## src/sv/mp2_pkg.sv

```systemverilog
package mp2_pkg;

   localparam int MaxOrbitalsDefault = 64;
   localparam int FracBitsDefault    = 24;

   localparam logic [1:0] REQ_LOAD  = 2'd0;
   localparam logic [1:0] REQ_TERM  = 2'd1;
   localparam logic [1:0] REQ_CLEAR = 2'd2;

   localparam logic [1:0] MODE_RESTRICTED = 2'd0;
   localparam logic [1:0] MODE_SAME_SPIN  = 2'd1;
   localparam logic [1:0] MODE_OPPOSITE   = 2'd2;

   localparam logic [1:0] FAULT_NONE  = 2'd0;
   localparam logic [1:0] FAULT_ZERO  = 2'd1;
   localparam logic [1:0] FAULT_RANGE = 2'd2;
   localparam logic [1:0] FAULT_SAT   = 2'd3;

   localparam logic [2:0] CSR_MODE      = 3'd0;
   localparam logic [2:0] CSR_OCC_FIRST = 3'd1;
   localparam logic [2:0] CSR_OCC_SECOND = 3'd2;
   localparam logic [2:0] CSR_VIR_FIRST = 3'd3;
   localparam logic [2:0] CSR_VIR_SECOND = 3'd4;

   typedef struct packed {
      logic [1:0]         req_type;
      logic               spin_sel;
      logic [5:0]         orb_index;
      logic signed [31:0] orb_energy;
      logic [5:0]         occ_i;
      logic [5:0]         occ_j;
      logic [5:0]         vir_a;
      logic [5:0]         vir_b;
      logic signed [31:0] eri_direct;
      logic signed [31:0] eri_exchange;
   } req_type_type;

   typedef struct packed {
      logic signed [31:0] amplitude;
      logic signed [47:0] energy_sum;
      logic               skipped;
      logic [1:0]         fault_code;
   } rsp_type_type;

   // Divider control: start pulse with operands, done with quotient.
   typedef struct packed {
      logic        start;
      logic [63:0] dividend;
      logic [33:0] divisor;
   } div_cmd_type;

endpackage

```

## src/sv/mp2_divider.sv

```systemverilog
module mp2_divider
   import mp2_pkg::*;
(
   input  logic        clock,
   input  logic        reset,
   input  div_cmd_type cmd,
   output logic        done,
   output logic [63:0] quotient
);

   // Restoring radix-2 division, one quotient bit per cycle.
   logic [63:0] quo_ff, quo_in;
   logic [34:0] rem_ff, rem_in;
   logic [33:0] dvs_ff, dvs_in;
   logic [6:0]  cnt_ff, cnt_in;
   logic        busy_ff, busy_in;
   logic        done_ff, done_in;
   logic [34:0] trial;

   always_comb begin
      quo_in  = quo_ff;
      rem_in  = rem_ff;
      dvs_in  = dvs_ff;
      cnt_in  = cnt_ff;
      busy_in = busy_ff;
      done_in = 1'b0;
      trial   = {rem_ff[33:0], quo_ff[63]} - {1'b0, dvs_ff};
      if (cmd.start) begin
         quo_in  = cmd.dividend;
         rem_in  = '0;
         dvs_in  = cmd.divisor;
         cnt_in  = '0;
         busy_in = 1'b1;
      end else if (busy_ff) begin
         if (!trial[34]) begin
            rem_in = trial;
            quo_in = {quo_ff[62:0], 1'b1};
         end else begin
            rem_in = {rem_ff[33:0], quo_ff[63]};
            quo_in = {quo_ff[62:0], 1'b0};
         end
         cnt_in = cnt_ff + 7'd1;
         if (cnt_ff == 7'd63) begin
            busy_in = 1'b0;
            done_in = 1'b1;
         end
      end
   end

   always_ff @(posedge clock) begin
      if (reset) begin
         busy_ff <= 1'b0;
         done_ff <= 1'b0;
         cnt_ff  <= '0;
      end else begin
         busy_ff <= busy_in;
         done_ff <= done_in;
         cnt_ff  <= cnt_in;
      end
      quo_ff <= quo_in;
      rem_ff <= rem_in;
      dvs_ff <= dvs_in;
   end

   assign done     = done_ff;
   assign quotient = quo_ff;

endmodule
```

## config.mk

```make
export PLATFORM = sky130hd
export DESIGN_NAME = mp2_divider
export DESIGN_NICKNAME = d
export VERILOG_FILES = /design/src/sv/mp2_pkg.sv /design/src/sv/mp2_divider.sv
export SDC_FILE = /design/constraint.sdc
export NUM_CORES = 1
export LEC_CHECK = 0
export BUFFER_PORTS_ARGS = -buffer_cell sky130_fd_sc_hd__buf_2
export CAP_MARGIN = 20
export CELL_PAD_IN_SITES_DETAIL_PLACEMENT = 2
export CELL_PAD_IN_SITES_GLOBAL_PLACEMENT = 2
export CORE_UTILIZATION = 36
export CTS_BUF_LIST = sky130_fd_sc_hd__clkbuf_8
export DETAILED_ROUTE_END_ITERATION = 8
export GPL_TIMING_DRIVEN = 0
export PLACE_DENSITY_LB_ADDON = 0.1
export SLEW_MARGIN = 15
export SYNTH_ARGS = -nofsm -noshare
export SYNTH_HDL_FRONTEND = slang
export SYNTH_SLANG_ARGS = --single-unit
export TNS_END_PERCENT = 1
```

## constraint.sdc

```tcl
create_clock -name clock -period 3.25 [get_ports clock]
set_input_delay 0.4875 -clock clock [delete_from_list [all_inputs] [get_ports clock]]
set_output_delay 0.4875 -clock clock [all_outputs]
set_load 0.01 [all_outputs]
```

### Word-level counts from Yosys, hierarchy flattened

Index checks and enable logic that the tools add are counted.

* add/sub/neg operators: 2
* equal/unequal tests: 1
* muxes and demuxes: 8
* bitwise gates (word level): 1
* reduce and logical (&&, ||, !) cells: 3

Operators with widths (count)
* $mux W64: 2
* $sub A35 B34 Y35: 1
* $mux W34: 1
* $add A7 B1 Y7 const B: 1
* $eq A7 B6 Y1 const B: 1
* $mux W1: 5
* $reduce_or A3 Y1: 1
* $reduce_bool A2 Y1: 1
* $reduce_or A2 Y1: 1
* $not A1 Y1: 1

* bits in registers: 141
* input bits: 101
* output and inout bits: 65

### Logic depth before layout (Yosys ltp)

* depth in word-level cells: 4
* gate-level depth with buffers: 14
* gate-level depth less buffers: 13

### Worst setup path before layout

No wires, ideal clock.

* path type: register to register
* start: reg quo_ff[63] (netlist: quotient[63])
* end: reg rem_ff[11]
* setup time: 0.091 ns
* arrival time: 2.851 ns
* data required time: 3.159 ns
* slack: 0.308 ns
* cell stages (with the launch flop): 15
* cells stage by stage: edfxtp_1 inv_1 ha_1 inv_1 fa_1 a21o_1 nand4_1 a21oi_1 o21ai_2 o21ai_2 o21ai_4 xnor2_4 clkbuf_1 nand2_1 a311oi_1

* longest elaborated chain between the ends: 2

RTL lines
* start, declared: RTL line mp2_divider.sv:12 `logic [63:0] quo_ff, quo_in;`
* start signal, assigned: RTL line mp2_divider.sv:60 `quo_ff <= quo_in;`
* $sub A35 B34 Y35: RTL line mp2_divider.sv:27 `trial = {rem_ff[33:0], quo_ff[63]} - {1'b0, dvs_ff};`
* $mux W34: RTL line mp2_divider.sv:35 `if (!trial[34]) begin`
* end signal, assigned: RTL line mp2_divider.sv:61 `rem_ff <= rem_in;`
* end, declared: RTL line mp2_divider.sv:13 `logic [34:0] rem_ff, rem_in;`

Every way passes these cells.
A chain may end at the register's enable or synchronous reset.

### Worst setup path after layout

* start: reg quo_ff[63] (netlist: quotient[63])
* end: reg rem_ff[16]

Same word-level chain as after synthesis.

==> impl_metrics.env <==
export IMPL_vdd_ir_drop_max_uv=239.6
export IMPL_n_fill_cell=2192
export IMPL_first_global_vias=7018
export IMPL_gp_congestion=0.8295
export IMPL_die_x_um=147.0
export IMPL_relSlewSlack_pct=35.69
export IMPL_clock_fmax_mhz=321.5
export IMPL_grt_overflow_total=0
export IMPL_clock_power_share_pct=30.7
export IMPL_critPathKind="register to register"
export IMPL_drive_above_1_share_pct=36.05
export IMPL_synth_top_cells_by_count="edfxtp_1 (98), nand2_1 (85), mux2_2 (65)"
export IMPL_area_growth_pct=24.18
export IMPL_muxShareOfSynthArea_pct=10.60
export IMPL_antenna_found_initial=1
export IMPL_powerDensity_mw_per_mm2=487.8
export IMPL_htreeDepth=4
export IMPL_yosys_warnings=0
export IMPL_seqPwrFrac_pct=47.6
export IMPL_hold_path_class="input port to register"
export IMPL_ys_types=61
export IMPL_root_buffer="clkbuf_8"
export IMPL_crit_fanout=6
export IMPL_num_vias=6138
export IMPL_cts_buffers=17
export IMPL_power_switching_mw=1.495
export IMPL_hold_viol=0
export IMPL_ant_nets=0
export IMPL_grt_first_pass_wirelength_mm=38.05
export IMPL_die_h_um=147.0
export IMPL_via_per_inst=5.264
export IMPL_cts_sinks=141
export IMPL_synth_top_area_share_pct=38.88
export IMPL_tightest_slew_ns=0.9612
export IMPL_status="completed"
export IMPL_worstPathRequired_ns=3.62
export IMPL_rows=52
export IMPL_arrival_ns=3.48
export IMPL_tritoncts="yes"
export IMPL_fin_tns_setup_ns=0
export IMPL_drv_cap=0
export IMPL_io_buffer_count=165
export IMPL_ys_flop_type="edfxtp_1"
export IMPL_first_pass_iters=5
export IMPL_hold_buffers=0
export IMPL_yosysSeqAreaShare_pct=50.25
export IMPL_clock_skew_ns=0.01694
export IMPL_layout_min_cycle_time_ns=3.110
export IMPL_design_die_area_sq_mm=0.02161
export IMPL_p_leak_nw=3.880
export IMPL_syn_nets=825
export IMPL_synth_top_family_by_area="compound AO/OA/AOI/OAI gates"
export IMPL_ys_async_sr_fraction_pct=0
export IMPL_grt_max_degree=65
export IMPL_rsz0062_at_grt="yes"
export IMPL_layout_cells_non_filler=1166
export IMPL_start_kind="register"
export IMPL_syn_avg_cell_area_sq_um=11.00
export IMPL_yosysMostFrequentCell="edfxtp_1"
export IMPL_synthCells=688
export IMPL_synth_area_leader_cell="edfxtp_1"
export IMPL_multi_input_area_sq_mm=0.003578
export IMPL_register_area_sq_mm=0.003804
export IMPL_combPwrFrac_pct=21.7
export IMPL_synth_fa_ha_area_share_pct=6.050
export IMPL_ys_seq_elements=141
export IMPL_routedWlPerCell_um=20.92
export IMPL_synth_area_leaders="edfxtp_1 (39%), dfxtp_1 (11%), mux2_2 (9.7%), ha_1 (5.8%), nand2_1 (4.2%)"
export IMPL_clk_pin_slew_ns=0.09
export IMPL_nNetsFinal=1020
export IMPL_yosys_area_share_simple_pct=10.99
export IMPL_synth_xor_xnor_area_share_pct=4.628
export IMPL_drc_errors=0
export IMPL_drv_slew=0
export IMPL_synth_edff_count=98
export IMPL_holdWs_ns=0.1843
export IMPL_io_pins=166
export IMPL_finalSetupViolCount=0
export IMPL_swShare_pct=32.61
export IMPL_dp_hpwl_mm=17.92
export IMPL_wl_mm=24.39
export IMPL_initial_core_util_pct=37.05
export IMPL_post_route_period_util_pct=95.70
export IMPL_clock_tree_buffer_depth=2
export IMPL_dp_cells=1123
export IMPL_track_usage_pct=23.01
export IMPL_p_int_mw=3.090
export IMPL_clkLatencyLatePin_ns=0.48
export IMPL_syn_area_sq_mm=0.007570
export IMPL_core_sq_mm=0.02043
export IMPL_n_antenna_cell=0
export IMPL_drt_iter0_drc=165
export IMPL_postLayoutCoreUtil_pct=46.01
export IMPL_cp_end_kind="register"
export IMPL_synth_compound_area_share_pct=13.29
## layout make-up
class                           instances  share of cell area (%)
Clock inverter                         15                   1.517
Multi-Input combinational cell        474                   38.07
Inverter                               44                   1.784
Sequential cell                       141                   40.46
Tap cell                              270                   3.594
Buffer                                 25                   1.611
Timing Repair Buffer                  180                   10.48
Clock buffer                           17                   2.489
## placed cells by master, fill, tap and decap left out, drive strengths merged, types with 23 or more instances in the layout
| cell | instances |
|---|---|
| a21oi | 40 |
| a311oi | 23 |
| buf | 187 |
| clkbuf | 35 |
| dfxtp | 43 |
| edfxtp | 98 |
| ha | 35 |
| inv | 55 |
| mux2 | 65 |
| nand2 | 85 |
| nor2 | 48 |
| o21ai | 27 |
| xnor2 | 23 |
## power by group through the flow
stage | sequential (mW) | combinational (mW) | clock (mW)
after CTS | 2.19 | 0.974 | 1.45
after global routing | 2.20 | 1.09 | 1.51
after detailed placement | 2.22 | 0.960 | 0
final | 2.18 | 0.995 | 1.41
after floorplan | 2.24 | 0.571 | 0
after global placement | 2.21 | 0.913 | 0
## critical path, stage by stage (launching register included)
cell	delay, ns
edfxtp_1	0.42
inv_2	0.08
ha_2	0.17
inv_1	0.05
fa_2	0.35
a21o_1	0.19
nand4_1	0.17
a21oi_4	0.11
o21ai_4	0.22
o21ai_4	0.10
o21ai_4	0.21
buf_6	0.14
xor2_4	0.16
buf_12	0.15
buf_8	0.13
nand2_1	0.07
a311oi_1	0.26
## kinds of logic (layout without fill, tap and decap cells)
family,Yosys count,count (layout)
AOI/OAI and AO/OA,143,143
xor gates and xnor gates,37,37
adders and majority gates,36,36
buffers and inverters,73,281
DFF,141,141
muxes,72,72
and+or+nand+nor,186,186
## worst paths after layout
kind	start	end	slack (ns)	depth (start not counted)
max reg2reg	quotient[63]	rem_ff[16]	0.14	16
min reg2reg	rem_ff[30]	rem_ff[30]	0.50	2
max	quotient[63]	rem_ff[16]	0.14	16
min	reset	busy_ff	0.18	2
## metrics by stage
stage	worst slack, ns	total power [mW]	instance area (sq um)
finish	0.1396	4.585	9400
detailed placement	-0.4226	3.180	8736
CTS	-0.02775	4.610	9170
floorplan	0.3078	2.814	7570
global placement	-0.6858	3.128	8733
global route	-0.02989	4.802	9400
## timing repair
action | CTS | global route
endpoints found under the hold margin | 0 | 0
gates cloned | 0 | 2
resized for setup | 6 | 28
buffers inserted | 4 | 9
endpoints found under the setup margin | 32 | 33
pin swaps | 2 | 6
## metal layers
layer  share of wire, %  track usage [%]
met1                 40            25.51
met3                6.5            7.702
met5                  0                0
met2                 52            41.82
met4                1.2            6.237
## state kept, by name (all words and copies together), names as in the netlist
| register | cells |
|---|---|
| busy_ff | 1 |
| cnt_ff | 7 |
| dvs_ff | 34 |
| rem_ff | 34 |
| quotient | 64 |
| done | 1 |
(Power assumes the default switching activity.)
